<file path="config.mk">
export PLATFORM = sky130hd
export DESIGN_NAME = gamepad_report_key_event_queue_core
export DESIGN_NICKNAME = d
export VERILOG_FILES = /design/src/hw/rtl/gpkq_pkg.sv /design/src/hw/rtl/gpkq_front.sv /design/src/hw/rtl/gpkq_job_queue.sv /design/src/hw/rtl/gpkq_back.sv /design/src/hw/rtl/gamepad_report_key_event_queue_core.sv
export SDC_FILE = /design/constraint.sdc
export NUM_CORES = 1
export LEC_CHECK = 0
export BUFFER_PORTS_ARGS = -buffer_cell sky130_fd_sc_hd__clkbuf_2
export CAP_MARGIN = 20
export CORE_MARGIN = 2
export CORE_UTILIZATION = 25
export DETAILED_ROUTE_END_ITERATION = 7
export PLACE_DENSITY_LB_ADDON = 0.1
export SETUP_SLACK_MARGIN = 0.5
export SYNTH_ARGS = -nofsm -noshare
export SYNTH_HDL_FRONTEND = slang
export SYNTH_SLANG_ARGS = --single-unit
</file>
<file path="constraint.sdc">
create_clock -name clk_i -period 3.1 [get_ports clk_i]
set_input_delay 0.465 -clock clk_i [delete_from_list [all_inputs] [get_ports clk_i]]
set_output_delay 0.465 -clock clk_i [all_outputs]
set_load 0.02 [all_outputs]
</file>
<file path="src/hw/rtl/gpkq_pkg.sv">
package gpkq_pkg;

  localparam int unsigned QUEUE_DEPTH = 32;
  localparam int unsigned IDX_W       = $clog2(QUEUE_DEPTH);
  localparam int unsigned CNT_W       = $clog2(QUEUE_DEPTH + 1);
  localparam int unsigned SUM_W       = IDX_W + 1;

  localparam int unsigned EVENT_NUM = 12;
  localparam int unsigned EVENT_W   = 4;
  localparam int unsigned DIR_NUM   = 4;
  localparam int unsigned BTN_NUM   = 8;

  localparam int unsigned JQ_DEPTH = 2;
  localparam int unsigned JQ_PTR_W = 1;
  localparam int unsigned JQ_CNT_W = 2;

  localparam int unsigned PADDR_W = 3;
  localparam int unsigned PDATA_W = 32;

  localparam logic REG_LOW_LIMIT  = 1'b0;
  localparam logic REG_HIGH_LIMIT = 1'b1;

  localparam logic CMD_POLL   = 1'b0;
  localparam logic CMD_REPORT = 1'b1;

  localparam logic [7:0] AXIS_REST      = 8'h7F;
  localparam logic [7:0] LOW_LIMIT_RST  = 8'd63;
  localparam logic [7:0] HIGH_LIMIT_RST = 8'd191;
  localparam logic [7:0] BUTTONS_RST    = 8'h00;

  // Button bit behind each button event, in event order A, B, X, Y, Start, Select, L, R.
  localparam logic [2:0] BUTTON_BIT [BTN_NUM] = '{
    3'd1, 3'd2, 3'd0, 3'd3, 3'd7, 3'd6, 3'd4, 3'd5
  };

  typedef struct packed {
    logic [EVENT_NUM-1:0] rise;
  } job_t;

  function automatic logic [DIR_NUM-1:0] directions(
    input logic [7:0] x,
    input logic [7:0] y,
    input logic [7:0] low_limit,
    input logic [7:0] high_limit
  );
    logic [DIR_NUM-1:0] d;
    d[0] = (y < low_limit);
    d[1] = (y > high_limit);
    d[2] = (x < low_limit);
    d[3] = (x > high_limit);
    return d;
  endfunction

endpackage

</file>
<file path="src/hw/rtl/gpkq_front.sv">
module gpkq_front (
  input  logic                        clk_i,
  input  logic                        rst_ni,
  input  logic                        psel_i,
  input  logic                        penable_i,
  input  logic                        pwrite_i,
  input  logic [gpkq_pkg::PADDR_W-1:0] paddr_i,
  input  logic [gpkq_pkg::PDATA_W-1:0] pwdata_i,
  output logic [gpkq_pkg::PDATA_W-1:0] prdata_o,
  input  logic                        accept_i,
  input  logic                        cmd_i,
  input  logic                        report_ok_i,
  input  logic [7:0]                  x_axis_i,
  input  logic [7:0]                  y_axis_i,
  input  logic [7:0]                  buttons_i,
  output gpkq_pkg::job_t              job_o
);

  logic [7:0] low_limit_q, low_limit_d;
  logic [7:0] high_limit_q, high_limit_d;
  logic [7:0] prev_x_q, prev_x_d;
  logic [7:0] prev_y_q, prev_y_d;
  logic [7:0] prev_btn_q, prev_btn_d;
  logic       reg_sel;
  logic       cfg_we;
  logic [gpkq_pkg::DIR_NUM-1:0] dir_now;
  logic [gpkq_pkg::DIR_NUM-1:0] dir_prev;

  assign reg_sel = paddr_i[2];
  assign cfg_we  = psel_i && penable_i && pwrite_i;

  always_comb begin
    low_limit_d  = low_limit_q;
    high_limit_d = high_limit_q;
    if (cfg_we) begin
      unique case (reg_sel)
        gpkq_pkg::REG_LOW_LIMIT:  low_limit_d  = pwdata_i[7:0];
        gpkq_pkg::REG_HIGH_LIMIT: high_limit_d = pwdata_i[7:0];
        default: ;
      endcase
    end
  end

  always_comb begin
    unique case (reg_sel)
      gpkq_pkg::REG_LOW_LIMIT:  prdata_o = gpkq_pkg::PDATA_W'(low_limit_q);
      gpkq_pkg::REG_HIGH_LIMIT: prdata_o = gpkq_pkg::PDATA_W'(high_limit_q);
      default:                  prdata_o = '0;
    endcase
  end

  assign dir_now  = gpkq_pkg::directions(x_axis_i, y_axis_i, low_limit_q, high_limit_q);
  assign dir_prev = gpkq_pkg::directions(prev_x_q, prev_y_q, low_limit_q, high_limit_q);

  always_comb begin
    job_o.rise = '0;
    if ((cmd_i == gpkq_pkg::CMD_REPORT) && report_ok_i) begin
      job_o.rise[gpkq_pkg::DIR_NUM-1:0] = dir_now & ~dir_prev;
      for (int i = 0; i < gpkq_pkg::BTN_NUM; i++) begin
        job_o.rise[gpkq_pkg::DIR_NUM+i] = buttons_i[gpkq_pkg::BUTTON_BIT[i]] &
                                          ~prev_btn_q[gpkq_pkg::BUTTON_BIT[i]];
      end
    end
  end

  always_comb begin
    prev_x_d   = prev_x_q;
    prev_y_d   = prev_y_q;
    prev_btn_d = prev_btn_q;
    if (accept_i && (cmd_i == gpkq_pkg::CMD_REPORT)) begin
      prev_x_d   = x_axis_i;
      prev_y_d   = y_axis_i;
      prev_btn_d = buttons_i;
    end
  end

  always_ff @(posedge clk_i or negedge rst_ni) begin
    if (!rst_ni) begin
      low_limit_q  <= gpkq_pkg::LOW_LIMIT_RST;
      high_limit_q <= gpkq_pkg::HIGH_LIMIT_RST;
      prev_x_q     <= gpkq_pkg::AXIS_REST;
      prev_y_q     <= gpkq_pkg::AXIS_REST;
      prev_btn_q   <= gpkq_pkg::BUTTONS_RST;
    end else begin
      low_limit_q  <= low_limit_d;
      high_limit_q <= high_limit_d;
      prev_x_q     <= prev_x_d;
      prev_y_q     <= prev_y_d;
      prev_btn_q   <= prev_btn_d;
    end
  end

endmodule

</file>
<file path="src/hw/rtl/gpkq_job_queue.sv">
module gpkq_job_queue (
  input  logic           clk_i,
  input  logic           rst_ni,
  input  logic           wr_i,
  input  gpkq_pkg::job_t wr_job_i,
  output logic           full_o,
  input  logic           rd_i,
  output gpkq_pkg::job_t rd_job_o,
  output logic           empty_o
);

  gpkq_pkg::job_t                 entry_q [gpkq_pkg::JQ_DEPTH];
  logic [gpkq_pkg::JQ_PTR_W-1:0]  wr_ptr_q, wr_ptr_d;
  logic [gpkq_pkg::JQ_PTR_W-1:0]  rd_ptr_q, rd_ptr_d;
  logic [gpkq_pkg::JQ_CNT_W-1:0]  cnt_q, cnt_d;
  logic                           do_wr;
  logic                           do_rd;

  assign full_o   = (cnt_q == gpkq_pkg::JQ_CNT_W'(gpkq_pkg::JQ_DEPTH));
  assign empty_o  = (cnt_q == '0);
  assign do_wr    = wr_i && !full_o;
  assign do_rd    = rd_i && !empty_o;
  assign rd_job_o = entry_q[rd_ptr_q];

  always_comb begin
    wr_ptr_d = do_wr ? wr_ptr_q + 1'b1 : wr_ptr_q;
    rd_ptr_d = do_rd ? rd_ptr_q + 1'b1 : rd_ptr_q;
    cnt_d    = cnt_q;
    if (do_wr && !do_rd) begin
      cnt_d = cnt_q + 1'b1;
    end else if (do_rd && !do_wr) begin
      cnt_d = cnt_q - 1'b1;
    end
  end

  always_ff @(posedge clk_i or negedge rst_ni) begin
    if (!rst_ni) begin
      wr_ptr_q <= '0;
      rd_ptr_q <= '0;
      cnt_q    <= '0;
    end else begin
      wr_ptr_q <= wr_ptr_d;
      rd_ptr_q <= rd_ptr_d;
      cnt_q    <= cnt_d;
    end
  end

  always_ff @(posedge clk_i) begin
    if (do_wr) begin
      entry_q[wr_ptr_q] <= wr_job_i;
    end
  end

endmodule

</file>
<file path="src/hw/rtl/gpkq_back.sv">
module gpkq_back (
  input  logic                         clk_i,
  input  logic                         rst_ni,
  input  logic                         job_empty_i,
  input  gpkq_pkg::job_t               job_i,
  output logic                         job_rd_o,
  output logic                         empty_o,
  input  logic                         pop_i,
  output logic                         key_valid_o,
  output logic [gpkq_pkg::EVENT_W-1:0] key_event_o
);

  typedef enum logic [3:0] {
    ST_IDLE = 4'b0001,
    ST_PUSH = 4'b0010,
    ST_READ = 4'b0100,
    ST_EMIT = 4'b1000
  } state_e;

  state_e                               state_q, state_d;
  logic [gpkq_pkg::EVENT_NUM-1:0]       mask_q, mask_d;
  logic [gpkq_pkg::IDX_W-1:0]           head_q, head_d;
  logic [gpkq_pkg::CNT_W-1:0]           cnt_q, cnt_d;
  logic                                 hit_q, hit_d;
  logic                                 out_valid_q, out_valid_d;
  logic                                 out_key_valid_q, out_key_valid_d;
  logic [gpkq_pkg::EVENT_W-1:0]         out_event_q, out_event_d;
  logic [gpkq_pkg::EVENT_W-1:0]         store_q [gpkq_pkg::QUEUE_DEPTH];
  logic [gpkq_pkg::EVENT_W-1:0]         rdata_q;
  logic [gpkq_pkg::EVENT_W-1:0]         code;
  logic [gpkq_pkg::SUM_W-1:0]           slot_sum;
  logic [gpkq_pkg::IDX_W-1:0]           slot;
  logic [gpkq_pkg::IDX_W-1:0]           head_inc;
  logic                                 queue_full;
  logic                                 store_we;
  logic                                 store_re;
  logic                                 out_free;

  always_comb begin
    code = '0;
    for (int i = gpkq_pkg::EVENT_NUM - 1; i >= 0; i--) begin
      if (mask_q[i]) begin
        code = gpkq_pkg::EVENT_W'(i);
      end
    end
  end

  assign slot_sum = gpkq_pkg::SUM_W'(head_q) + gpkq_pkg::SUM_W'(cnt_q);
  assign slot     = (slot_sum >= gpkq_pkg::SUM_W'(gpkq_pkg::QUEUE_DEPTH)) ?
                    gpkq_pkg::IDX_W'(slot_sum - gpkq_pkg::SUM_W'(gpkq_pkg::QUEUE_DEPTH)) :
                    gpkq_pkg::IDX_W'(slot_sum);
  assign head_inc = (head_q == gpkq_pkg::IDX_W'(gpkq_pkg::QUEUE_DEPTH - 1)) ?
                    '0 : head_q + 1'b1;
  assign queue_full = (cnt_q == gpkq_pkg::CNT_W'(gpkq_pkg::QUEUE_DEPTH));
  assign out_free   = !out_valid_q || pop_i;

  always_comb begin
    state_d         = state_q;
    mask_d          = mask_q;
    head_d          = head_q;
    cnt_d           = cnt_q;
    hit_d           = hit_q;
    out_valid_d     = out_valid_q && !pop_i;
    out_key_valid_d = out_key_valid_q;
    out_event_d     = out_event_q;
    job_rd_o        = 1'b0;
    store_we        = 1'b0;
    store_re        = 1'b0;
    unique case (state_q)
      ST_IDLE: begin
        if (!job_empty_i) begin
          job_rd_o = 1'b1;
          mask_d   = job_i.rise;
          state_d  = ST_PUSH;
        end
      end
      ST_PUSH: begin
        if (mask_q == '0) begin
          state_d = ST_READ;
        end else begin
          store_we = 1'b1;
          mask_d   = mask_q & (mask_q - 1'b1);
          if (queue_full) begin
            head_d = head_inc;
          end else begin
            cnt_d = cnt_q + 1'b1;
          end
        end
      end
      ST_READ: begin
        hit_d   = (cnt_q != '0);
        state_d = ST_EMIT;
        if (cnt_q != '0) begin
          store_re = 1'b1;
          head_d   = head_inc;
          cnt_d    = cnt_q - 1'b1;
        end
      end
      ST_EMIT: begin
        if (out_free) begin
          out_valid_d     = 1'b1;
          out_key_valid_d = hit_q;
          out_event_d     = hit_q ? rdata_q : '0;
          state_d         = ST_IDLE;
        end
      end
      default: state_d = ST_IDLE;
    endcase
  end

  always_ff @(posedge clk_i or negedge rst_ni) begin
    if (!rst_ni) begin
      state_q     <= ST_IDLE;
      head_q      <= '0;
      cnt_q       <= '0;
      out_valid_q <= 1'b0;
    end else begin
      state_q     <= state_d;
      head_q      <= head_d;
      cnt_q       <= cnt_d;
      out_valid_q <= out_valid_d;
    end
  end

  always_ff @(posedge clk_i) begin
    mask_q          <= mask_d;
    hit_q           <= hit_d;
    out_key_valid_q <= out_key_valid_d;
    out_event_q     <= out_event_d;
  end

  always_ff @(posedge clk_i) begin
    if (store_we) begin
      store_q[slot] <= code;
    end
    if (store_re) begin
      rdata_q <= store_q[head_q];
    end
  end

  assign empty_o     = !out_valid_q;
  assign key_valid_o = out_key_valid_q;
  assign key_event_o = out_event_q;

endmodule

</file>
<file path="src/hw/rtl/gamepad_report_key_event_queue_core.sv">
// Channel   Handshake                  Payload
// input     push / full                cmd_i, report_ok_i, x_axis_i, y_axis_i, buttons_i
// result    empty / pop                key_valid_o, key_event_o
// config    psel, penable, pwrite      paddr, pwdata, prdata (0x0 low limit, 0x4 high limit)
//
// The front hands the edge mask of each item to a two-entry job queue.
// The back sequencer passes idle, push, read and emit per item, pushing its n press edges (0 to 12)
// one by one, since the event store has one write port and takes one event per cycle.
// Reset is asynchronous and needs no clearing pass; the event store is never read unwritten.
// full rises while two jobs wait; a result waiting on pop stalls only the back.
module gamepad_report_key_event_queue_core (
  input  logic                         clk_i,
  input  logic                         rst_ni,
  input  logic                         psel,
  input  logic                         penable,
  input  logic                         pwrite,
  input  logic [gpkq_pkg::PADDR_W-1:0] paddr,
  input  logic [gpkq_pkg::PDATA_W-1:0] pwdata,
  output logic [gpkq_pkg::PDATA_W-1:0] prdata,
  output logic                         pready,
  input  logic                         push,
  output logic                         full,
  input  logic                         cmd_i,
  input  logic                         report_ok_i,
  input  logic [7:0]                   x_axis_i,
  input  logic [7:0]                   y_axis_i,
  input  logic [7:0]                   buttons_i,
  output logic                         empty,
  input  logic                         pop,
  output logic                         key_valid_o,
  output logic [gpkq_pkg::EVENT_W-1:0] key_event_o
);

  gpkq_pkg::job_t front_job;
  gpkq_pkg::job_t back_job;
  logic           accept;
  logic           job_rd;
  logic           job_empty;

  assign pready = 1'b1;
  assign accept = push && !full;

  gpkq_front u_front (
    .clk_i       (clk_i),
    .rst_ni      (rst_ni),
    .psel_i      (psel),
    .penable_i   (penable),
    .pwrite_i    (pwrite),
    .paddr_i     (paddr),
    .pwdata_i    (pwdata),
    .prdata_o    (prdata),
    .accept_i    (accept),
    .cmd_i       (cmd_i),
    .report_ok_i (report_ok_i),
    .x_axis_i    (x_axis_i),
    .y_axis_i    (y_axis_i),
    .buttons_i   (buttons_i),
    .job_o       (front_job)
  );

  gpkq_job_queue u_job_queue (
    .clk_i    (clk_i),
    .rst_ni   (rst_ni),
    .wr_i     (push),
    .wr_job_i (front_job),
    .full_o   (full),
    .rd_i     (job_rd),
    .rd_job_o (back_job),
    .empty_o  (job_empty)
  );

  gpkq_back u_back (
    .clk_i       (clk_i),
    .rst_ni      (rst_ni),
    .job_empty_i (job_empty),
    .job_i       (back_job),
    .job_rd_o    (job_rd),
    .empty_o     (empty),
    .pop_i       (pop),
    .key_valid_o (key_valid_o),
    .key_event_o (key_event_o)
  );

endmodule

</file>
==> results of run 1 <==
==> critical path, stage by stage (launching register included) <==
cell	delay, ps
dfrtp_2	400
ha_1	210
fa_2	380
a21o_1	200
a21oi_4	180
xnor2_4	120
or3_4	460
nor2_1	110
buf_4	160
==> state kept, by name, summed over array words and instances (netlist names) <==
signal / flops
u_back.store_q: 128
u_job_queue.entry_q: 24
u_back.mask_q: 12
u_front.high_limit_q: 8
u_front.low_limit_q: 8
u_front.prev_btn_q: 8
u_front.prev_x_q: 8
u_front.prev_y_q: 8
u_back.cnt_q: 6
u_back.head_q: 5
u_back.key_event_o: 4
u_back.rdata_q: 4
u_back.state_q: 4
u_job_queue.cnt_q: 2
u_back.hit_q: 1
u_back.key_valid_o: 1
u_back.out_valid_q: 1
u_job_queue.rd_ptr_q: 1
u_job_queue.wr_ptr_q: 1
==> final cells by class <==
cell class,instances,share of cell area
Multi-Input combinational cell,494,0.334
Inverter,27,0.00773
Sequential cell,234,0.497
Clock inverter,19,0.0124
Tap cell,600,0.0552
Timing Repair Buffer,85,0.0382
Clock buffer,35,0.0557
==> layout by cell type, fill, tap and decap left out, drive strengths merged, types with 14 or more instances in the layout <==
master,count
edfxtp,174
clkbuf,91
ha,71
nor2,57
mux2,45
mux4,40
o21ai,40
dfrtp,32
inv,29
nand2,29
dfstp,28
buf,28
conb,25
a21oi,25
a21o,22
nand4,14
==> final timing paths <==
path                                              endpoint                            start  depth (start not counted)
min                           u_back.out_valid_q$_DFF_PN0_                              pop                          2
min reg2reg                u_front.prev_y_q[0]$_DFFE_PN1P_  u_front.prev_y_q[0]$_DFFE_PN1P_                          2
max in group asynchronous  u_front.prev_x_q[1]$_DFFE_PN1P_                           rst_ni                          3
min in group asynchronous     u_back.head_q[4]$_DFFE_PN0P_                           rst_ni                          2
max                         u_back.store_q[2][2]$_DFFE_PP_     u_back.head_q[0]$_DFFE_PN0P_                          8
max reg2reg                 u_back.store_q[2][2]$_DFFE_PP_     u_back.head_q[0]$_DFFE_PN0P_                          8
==> stage by stage <==
step / setup WS, ps / utilization / instances / instance area, sq um / hold slack [ps]
2_1_floorplan: 575 / - / 802 / 11400 / 169
3_3_place_gp: 306 / 0.275 / 1436 / 12400 / 473
3_5_place_dp: 297 / 0.275 / 1436 / 12400 / 488
4_1_cts: 441 / 0.298 / 1491 / 13400 / 65.1
5_1_grt: 502 / 0.302 / 1494 / 13600 / 65.2
6_report: 602 / 0.302 / 1494 / 13600 / 87.2
==> kinds of logic after synthesis <==
logic type | after synthesis | share of synthesized area
flops | 234 | 0.596
fa+ha+maj | 73 | 0.0819
simple gates | 162 | 0.0717
mux | 98 | 0.136
other cells | 2 | 0.000662
compound gates | 119 | 0.0664
buf+inv | 74 | 0.0343
xor+xnor | 17 | 0.0131
==> power breakdown <==
part,switching [W],internal [W]
Sequential,0.000471,0.00433
Combinational,0.00244,0.00181
Clock,0.00137,0.00192
Total,0.00429,0.00806
==> routing by layer <==
metal	vias up	global-route usage	wire length, um
met5	-	0	0
met4	0	0.0311	612
met3	37	0.0226	1060
met2	88	0.187	12400
met1	3181	0.145	11700
li1	3120	-	-
==> timing repair <==
action,in CTS,in global routing
hold buffers,1,0
setup endpoints to repair,127,123
resized for setup,28,37
buffers inserted,0,3
hold endpoints to repair,6,0
pin swaps,0,4
==> results.md, run 1 <==
- Die H: 217 um
- Worst-path clk slew: 60 ps
- Max-slew violations: 0
- Vias in the first global route: 6822
- Area contributors post-synth: edfxtp_1 46%, mux4_2 7.9%, ha_1 7.8%
- Power per cell area: 908 mW/mm^2
- Post-DR vias/cell: 4.30
- Arr. time, crit path: 2790 ps
- Status: completed
- Nets: 1012
- Avg WL per Cell: 17.3 um
- Syn Area/Cell: 14.6 sq um
- First drt pass iteration count: 4
- DR iter-0 viols: 251
- HPWL Detailed: 18.2 mm
- Area delta synth->final: 20.0%
- Routed WL: 25.8 mm
- Multi-input gate area: 0.00454 sq mm
- Clk_lat worst skew: 580 ps
- Die width: 217 um
- Final hold vios: 0
- Final global-route overflow total: 0
- Top-area cell type share of the netlist area: 0.461
- DIE AREA: 0.0471 sq mm
- P_leak: 5.09 nW
- Critical Path RT: 3390 ps
- Number of diodes: 0
- FFs w/ async S/R, synth: 0.256
- CTS Root Cell: clkbuf_16
- Peak supply drop: 489 uV
- Min-Delay Path Class: in2reg
- H-Tree Depth: 1
- GR Util All Layers: 0.111
- Ports: 108
- Yosys cell types: 56
- Final worst-path cycle share: 0.806
- Routed vias: 6426
- Post-synth EDFFs: 174
- Initial Util: 0.251
- Clock Sinks: 234
- Core Box Area: 0.0451 sq mm
- Synthesis Warnings: 0
- Seq cells post-synth: 234
- Max Cap Viol: 0
- Initial antenna violation count: 0
- FF-to-FF setup slack: 600 ps
- Crit end category: register
- Seq/Total Area, Yosys: 0.596
- ANT nets after route: 0
- Most common cell in the netlist: edfxtp_1
- Mapped Area: 0.0113 sq mm
- Setup crit start kind: register
- CTS buffer count: 29
- Mapped Cells: 779
- Minimum clock period: 2500 ps
- Port buffer count: 56
- Worst-path fanout max: 6
- CTS tree: yes
- CP Class: reg2reg
- Total power: 0.0123 W
- Largest net degree at the start of global routing: 38
- Clock Skew: 22.6 ps
- Fillers: 4568
- TNS Setup: 0 ps
- Max-slew headroom: 0.487
- RSZ-0062 raised after global routing: false
- Biggest area consumer among synthesized cells: edfxtp_1
- Clk buf depth: 3
- FMAX: 400 MHz
- Routability Congestion: 0.716
- Dominant synthesized flop cell: edfxtp_1
- Row count: 78
- Final setup fails: 0
- DRC: 0
- Worst-margin pin slew: 770 ps
- FF/Latch Area: 0.00676 sq mm
- First-pass GRT wire length: 40.3 mm
- Most frequent cells after synthesis: 174 x edfxtp_1, 71 x ha_1, 57 x nor2_1
- Layout cells sized above 1: 0.332
Note: power is estimated with default switching activity, not from simulation.
==> run 2: changes to the inputs <==
==> constraint.sdc (replaced) <==
create_clock -name clk_i -period 2.3 [get_ports clk_i]
set_input_delay 0.345 -clock clk_i [delete_from_list [all_inputs] [get_ports clk_i]]
set_output_delay 0.345 -clock clk_i [all_outputs]
set_load 0.02 [all_outputs]
==> run 2 against run 1 <==
The run now ends with negative setup slack left. Largest power group is now combinational logic. Sequential share of layout area fell by 5.8 points. Sequential power rose by 35%. Final area rose by 13%. Sequential cell count did not move. Wire length rose by 6.2%. Via count rose by 6.4%. Fmax rose by 4.5%. Setup slack got worse by 690 ps. Die area did not move. Critical path type unchanged. Utilization rose by 4.0 points. Clock skew rose by 2.6 ps. Critical endpoint is now u_back.store_q[9][2]$_DFFE_PP_.
==> results.md, run 2 (same netlist as run 1, synthesis figures left out) <==
- CTS buffer count: 27 (-6.9%)
- Most frequent cells in the layout: 174 x edfxtp_1, 69 x buf_4, 48 x ha_1, 48 x clkbuf_2, 42 x mux2_2
- Most common cell after layout, fill and taps aside: edfxtp_1
- Port buffer count: 56 (unchanged)
- Routed vias: 6838 (+6.4%)
- Worst path bufs/invs: 2 (+1)
- H-Tree Depth: 1 (unchanged)
- Arr. time, crit path: 2650 ps (-140 ps)
- Core Box Area: 0.0451 sq mm (unchanged)
- CP max stage cell: dfrtp_2
- Hold_sp: buttons_i[1]
- Number of flip-flops in the largest register: 128 (unchanged)
- ANT nets after route: 0 (unchanged)
- CP Depth: 10 (+2)
- DP Cell Count: 1472 (+2.5%)
- FF-to-FF setup slack: -90 ps (-690 ps)
- Layout cells sized above 1: 0.498 (+0.166)
- Row count: 78 (unchanged)
- DIE AREA: 0.0471 sq mm (unchanged)
- Die width: 217 um (unchanged)
- Reg2Reg Capture Point: u_back.store_q[9][2]$_DFFE_PP_
- Most used cell, CP: buf_6
- Max-slew violations: 0 (unchanged)
- CP max stage delay: 430 ps (-30 ps)
- Sequential share of power: 0.336 (-0.053)
- CTS Root Cell: clkbuf_16
- Crit-path cells: ha_4 -> fa_2 -> a21o_1 -> a21oi_2 -> xnor2_2 -> nor2_2 -> buf_6 -> nand2_8 -> nor2_4 -> buf_6
- Clk_lat worst skew: 560 ps (-20 ps)
- Top reg by flops: u_back.store_q
- CTS tree: yes
- Crit end category: register
- Worst-margin pin slew: 618 ps (-152 ps)
- RR Startpoint: u_back.head_q[0]$_DFFE_PN0P_
- First-pass GRT wire length: 43.2 mm (+7.1%)
- Final setup fails: 88 (+88)
- P_leak: 5.72 nW (+12%)
- Clock Skew: 25.2 ps (+2.61 ps)
- Peak supply drop: 498 uV (+2.0%)
- RSZ-0062 raised after global routing: true
- Die H: 217 um (unchanged)
- Worst-path fanout max: 6 (unchanged)
- Routability Congestion: 0.708 (-1.1%)
- Clock Sinks: 234 (unchanged)
- Fillers: 4404 (-3.6%)
- Clock power frac: 0.235 (-0.032)
- Hold path depth: 2 (unchanged)
- R2r worst-path depth: 10 (+2)
- DR iter-0 viols: 259 (+3.2%)
- Post-DR vias/cell: 4.33 (+0.62%)
- Non-filler cells in the finished layout: 1580 (+5.8%)
- Critical Path RT: 2560 ps (-830 ps)
- Critical path's top delay family: adder cells
- Routed WL: 27.4 mm (+6.2%)
- Minimum clock period: 2390 ps (-107 ps)
- Setup ws final: -91.3 ps (-693 ps)
- Initial antenna violation count: 1 (+1)
- Failing checks: negative setup slack
- GR Util All Layers: 0.118 (+0.00707)
- Ports: 108 (unchanged)
- Worst hold endpoint: u_front.prev_btn_q[1]$_DFFE_PN0P_
- Vias in the first global route: 7385 (+8.3%)
- FMAX: 418 MHz (+4.5%)
- Final global-route overflow total: 0 (unchanged)
- CP Class: reg2reg
- Net Sw Power: 0.00675 W (+57%)
- Comb power frac: 0.429 (+0.085)
- Worst-path clk slew: 60 ps (about the same)
- Number of diodes: 0 (unchanged)
- Clk buf depth: 3 (unchanged)
- Final worst-path cycle share: 1.04 (+0.234)
- Sw Share: 0.350 (+0.00277)
- Max-slew headroom: 0.588 (+0.102)
- Final hold vios: 0 (unchanged)
- Initial Util: 0.251 (unchanged)
- Top flop regs: u_back.store_q: 128 flops, u_job_queue.entry_q: 24 flops, u_back.mask_q: 12 flops
- Max Cap Viol: 0 (unchanged)
- Area delta synth->final: 35.9%
- Status: finished with violations
- Power per cell area: 1250 mW/mm^2 (+38%)
- DRC: 0 (unchanged)
- First drt pass iteration count: 4 (unchanged)
- Int Pwr: 0.0125 W (+55%)
- Avg WL per Cell: 17.3 um (+0.41%)
- TNS Setup: -3460 ps (-3460 ps)
- Setup crit start kind: register
- Nets: 1100 (+8.7%)
- Min-Delay Path Class: in2reg
- Largest net degree at the start of global routing: 39 (+2.6%)
- HPWL Detailed: 18.9 mm (+3.9%)
## run 2: cell types whose count changed in the layout (fill, tap and decap cells not counted), sizes merged
cell / change
buf: +94
clkbuf: -9
inv: -5
bufinv: +3
clkinvlp: +2
dlygate4sd3: +1
## run 2: worst max-delay path by stage
stage,start,to,slack [ps]
CTS,u_back.head_q[0]$_DFFE_PN0P_,u_back.rdata_q[3]$_DFFE_PP_,-110
floorplan,u_back.cnt_q[0]$_DFFE_PN0P_,u_back.store_q[5][0]$_DFFE_PP_,10
global placement,u_back.head_q[0]$_DFFE_PN0P_,u_back.store_q[9][3]$_DFFE_PP_,-170
detailed placement,u_back.head_q[0]$_DFFE_PN0P_,u_back.store_q[8][2]$_DFFE_PP_,-180
global route,u_back.head_q[0]$_DFFE_PN0P_,u_back.store_q[16][2]$_DFFE_PP_,-160
finish,u_back.head_q[0]$_DFFE_PN0P_,u_back.store_q[9][2]$_DFFE_PP_,-90
## run 2: stage by stage
step                      total power [W]  hold slack [ps]  area, sq um  utilization  worst slack, ps
after CTS                          0.0191             19.0        15000        0.333             -107
after detailed placement           0.0131              403        13000        0.289             -178
after global routing               0.0205             28.2        15400        0.342             -160
after global placement             0.0130              407        13000        0.289             -172
after floorplan                    0.0108             49.4        11800            -             10.9
final                              0.0193             47.4        15400        0.342            -91.3
## run 2: metal layers
| metal | up-vias | track usage | wire [um] |
|---|---|---|---|
| met2 | 75 | 0.198 | 13200 |
| li1 | 3301 | - | - |
| met4 | 2 | 0.0247 | 448 |
| met3 | 34 | 0.0217 | 868 |
| met5 | - | 0 | 13 |
| met1 | 3426 | 0.160 | 12900 |
## run 2: power by group through the flow
stage / registers (W) / clock network (W) / logic (W)
2_1_floorplan: 0.00640 / 0 / 0.00441
3_3_place_gp: 0.00652 / 0 / 0.00652
3_5_place_dp: 0.00652 / 0 / 0.00655
4_1_cts: 0.00646 / 0.00470 / 0.00791
5_1_grt: 0.00657 / 0.00485 / 0.00907
6_report: 0.00647 / 0.00453 / 0.00827
## run 2: final cells by class
class / instances / area, sq um / share of cell area
clock buffer: 31 / 691 / 0.0448
clock inverter: 19 / 241 / 0.0157
inverter: 27 / 135 / 0.00877
multi-input combinational: 494 / 5310 / 0.344
sequential: 234 / 6770 / 0.439
tap: 600 / 751 / 0.0487
timing repair buffer: 175 / 1520 / 0.0985
## run 2: timing repair
item	4_1_cts	5_1_grt
gates cloned	1	0
pin swaps	56	36
hold buffers	2	0
hold endpoints to repair	6	0
resized for setup	160	83
setup endpoints to repair	237	281
setup buffers	42	13
==> run 3: changes to the inputs <==
--- a/config.mk
+++ b/config.mk
@@ -7,7 +7,7 @@
 export LEC_CHECK = 0
 export BUFFER_PORTS_ARGS = -buffer_cell sky130_fd_sc_hd__clkbuf_2
 export CAP_MARGIN = 20
-export CORE_MARGIN = 2
+export CORE_MARGIN = 1.5
 export CORE_UTILIZATION = 25
 export DETAILED_ROUTE_END_ITERATION = 7
 export PLACE_DENSITY_LB_ADDON = 0.1
==> run 3 against run 2 <==
Setup slack gained 10 ps. Worst hold slack worse by 6.2 ps. Count of clock-buffer cells in the layout is 3 higher. Combinational power barely moved. Clock power fell by 10%. Utilization about the same. Cell count decreased by 1.5%. Final area is 1.2% lower. First-iteration DRC count fell by 30%. The flow still finishes with violations (negative setup slack).
==> results.md, run 3 (same netlist as run 1, synthesis figures left out) <==
- CP max stage delay: 440 ps (about the same)
- Routed WL: 27.4 mm (about the same)
- Crit-path cells: ha_4 -> fa_2 -> a21o_1 -> a21oi_4 -> xnor2_4 -> or3_4 -> nor2_4
- Die H: 216 um (-0.46%)
- RSZ-0062 raised after global routing: true
- Final worst-path cycle share: 1.04 (-0.00433)
- GR Util All Layers: 0.117 (-0.000668)
- ANT nets after route: 0 (unchanged)
- Status: finished with violations
- Clock Sinks: 234 (unchanged)
- Vias in the first global route: 7339 (-0.62%)
- Routed vias: 6809 (-0.42%)
- DRC: 0 (unchanged)
- Largest net degree at the start of global routing: 61 (+56%)
- First drt pass iteration count: 4 (unchanged)
- Routability Congestion: 0.714 (+0.85%)
- Minimum clock period: 2380 ps (-9.95 ps)
- P_leak: 5.63 nW (-1.7%)
- Worst-path clk slew: 60 ps (about the same)
- Port buffer count: 56 (unchanged)
- DR iter-0 viols: 182 (-30%)
- CTS tree: yes
- First-pass GRT wire length: 42.8 mm (-0.83%)
- Clk_lat worst skew: 550 ps (about the same)
- Top reg by flops: u_back.store_q
- Setup crit start kind: register
- Setup ws final: -81.3 ps (+9.95 ps)
- Area delta synth->final: 34.3%
- Critical Path RT: 2550 ps (about the same)
- H-Tree Depth: 1 (unchanged)
- Core Box Area: 0.0445 sq mm (-1.3%)
- CTS Root Cell: clkbuf_16
- Worst-margin pin slew: 642 ps (+24.5 ps)
- CP max stage cell: dfrtp_2
- Final hold vios: 0 (unchanged)
- Failing checks: negative setup slack
- Row count: 77 (-1.3%)
- Power per cell area: 1240 mW/mm^2 (-1.0%)
- Number of flip-flops in the largest register: 128 (unchanged)
- Peak supply drop: 717 uV (+44%)
- Arr. time, crit path: 2630 ps (-20 ps)
- Worst path bufs/invs: 0 (-2)
- Max-slew violations: 0 (unchanged)
- Initial antenna violation count: 1 (unchanged)
- Final global-route overflow total: 0 (unchanged)
- Final setup fails: 100 (+14%)
- Nets: 1084 (-1.5%)
- Crit end category: register
- DIE AREA: 0.0466 sq mm (-0.92%)
- Most common cell after layout, fill and taps aside: edfxtp_1
- Number of diodes: 0 (unchanged)
- TNS Setup: -4290 ps (-830 ps)
- Critical path's top delay family: simple AND/OR/NAND/NOR gates
- Max Cap Viol: 0 (unchanged)
- Min-Delay Path Class: in2reg
- Post-DR vias/cell: 4.37 (+1.0%)
- Worst-path fanout max: 6 (unchanged)
- Ports: 108 (unchanged)
- Avg WL per Cell: 17.6 um (+1.4%)
- Core Util, Final: 0.342 (about the same)
- Initial Util: 0.255 (+0.00327)
- Max-slew headroom: 0.572 (-0.0163)
- CTS buffer count: 28 (+3.7%)
- Most frequent cells in the layout: 174 x edfxtp_1, 60 x buf_4, 49 x ha_1
- Top flop regs: u_back.store_q: 128 flops, u_job_queue.entry_q: 24 flops, u_back.mask_q: 12 flops
- HPWL Detailed: 18.5 mm (-2.1%)
- Clk buf depth: 3 (unchanged)
- Clock Skew: 7.02 ps (-18.2 ps)
- Layout cells sized above 1: 0.482 (-0.0161)
- FMAX: 420 MHz (+0.42%)
- CP Class: reg2reg
- Dpl ws: -130 ps (+48.1 ps)
- Die width: 216 um (-0.46%)
run 3: path summary, 6_finish.rpt:
| kind | depth (start not counted) | end | slack [ps] | from |
|---|---|---|---|---|
| setup / recovery | 7 | u_back.store_q[0][1]$_DFFE_PP_ | -80 | u_back.head_q[0]$_DFFE_PN0P_ |
| hold / removal | 2 | u_front.prev_btn_q[4]$_DFFE_PN0P_ | 40 | buttons_i[4] |
| setup reg to reg | 7 | u_back.store_q[0][1]$_DFFE_PP_ | -80 | u_back.head_q[0]$_DFFE_PN0P_ |
| hold reg to reg | 2 | u_front.prev_x_q[0]$_DFFE_PN1P_ | 490 | u_front.prev_x_q[0]$_DFFE_PN1P_ |
| max in group asynchronous | 3 | u_back.state_q[0]$_DFFE_PN1P_ | 1610 | rst_ni |
| min in group asynchronous | 3 | u_front.prev_x_q[7]$_DFFE_PN0P_ | 340 | rst_ni |
run 3: layout make-up:
type                    count  area [sq um]
multi-input cells         495          5330
repair buffers            157          1410
clock buffers              34           744
flip-flops and latches    234          6770
fillers                  4403         29300
well taps                 592           741
inverters                  27           134
clock inverters            18          98.8
run 3: per-layer routing:
| metal | GRT usage | vias up | wire length (um) |
|---|---|---|---|
| li1 | - | 3275 | - |
| met1 | 0.155 | 3419 | 12600 |
| met2 | 0.198 | 77 | 13300 |
| met3 | 0.0226 | 36 | 936 |
| met4 | 0.0289 | 2 | 545 |
| met5 | 0 | - | 13 |
run 3: power breakdown:
part	internal, W	switching [W]
clock	0.00230	0.00176
sequential	0.00584	0.000657
combinational	0.00396	0.00433
run 3: through the flow:
| stage | std cells | power (W) | hold slack (ps) | cell area (sq um) |
|---|---|---|---|---|
| global placement | 1449 | 0.0129 | 394 | 12900 |
| finish | 1557 | 0.0188 | 41.2 | 15200 |
| CTS | 1535 | 0.0182 | 1.82 | 14600 |
| global route | 1557 | 0.0201 | 19.1 | 15200 |
| detailed placement | 1449 | 0.0129 | 390 | 12900 |
| floorplan | 802 | 0.0108 | 49.4 | 11800 |
run 3: worst register-to-register path, stage by stage, from the launching register on:
cell and delay (ps):
dfrtp_2 440, ha_4 180, fa_2 360, a21o_1 190
a21oi_4 170, xnor2_4 120, or3_4 430, nor2_4 190
run 3: repair_timing:
action / 4_1_cts / 5_1_grt
pin swaps: 48 / 37
setup buffers: 32 / 17
cloned: 0 / 5
gates resized for setup: 131 / 97
hold endpoints to repair: 33 / 0
hold buffers: 2 / 0
endpoints found under the setup margin: 252 / 274
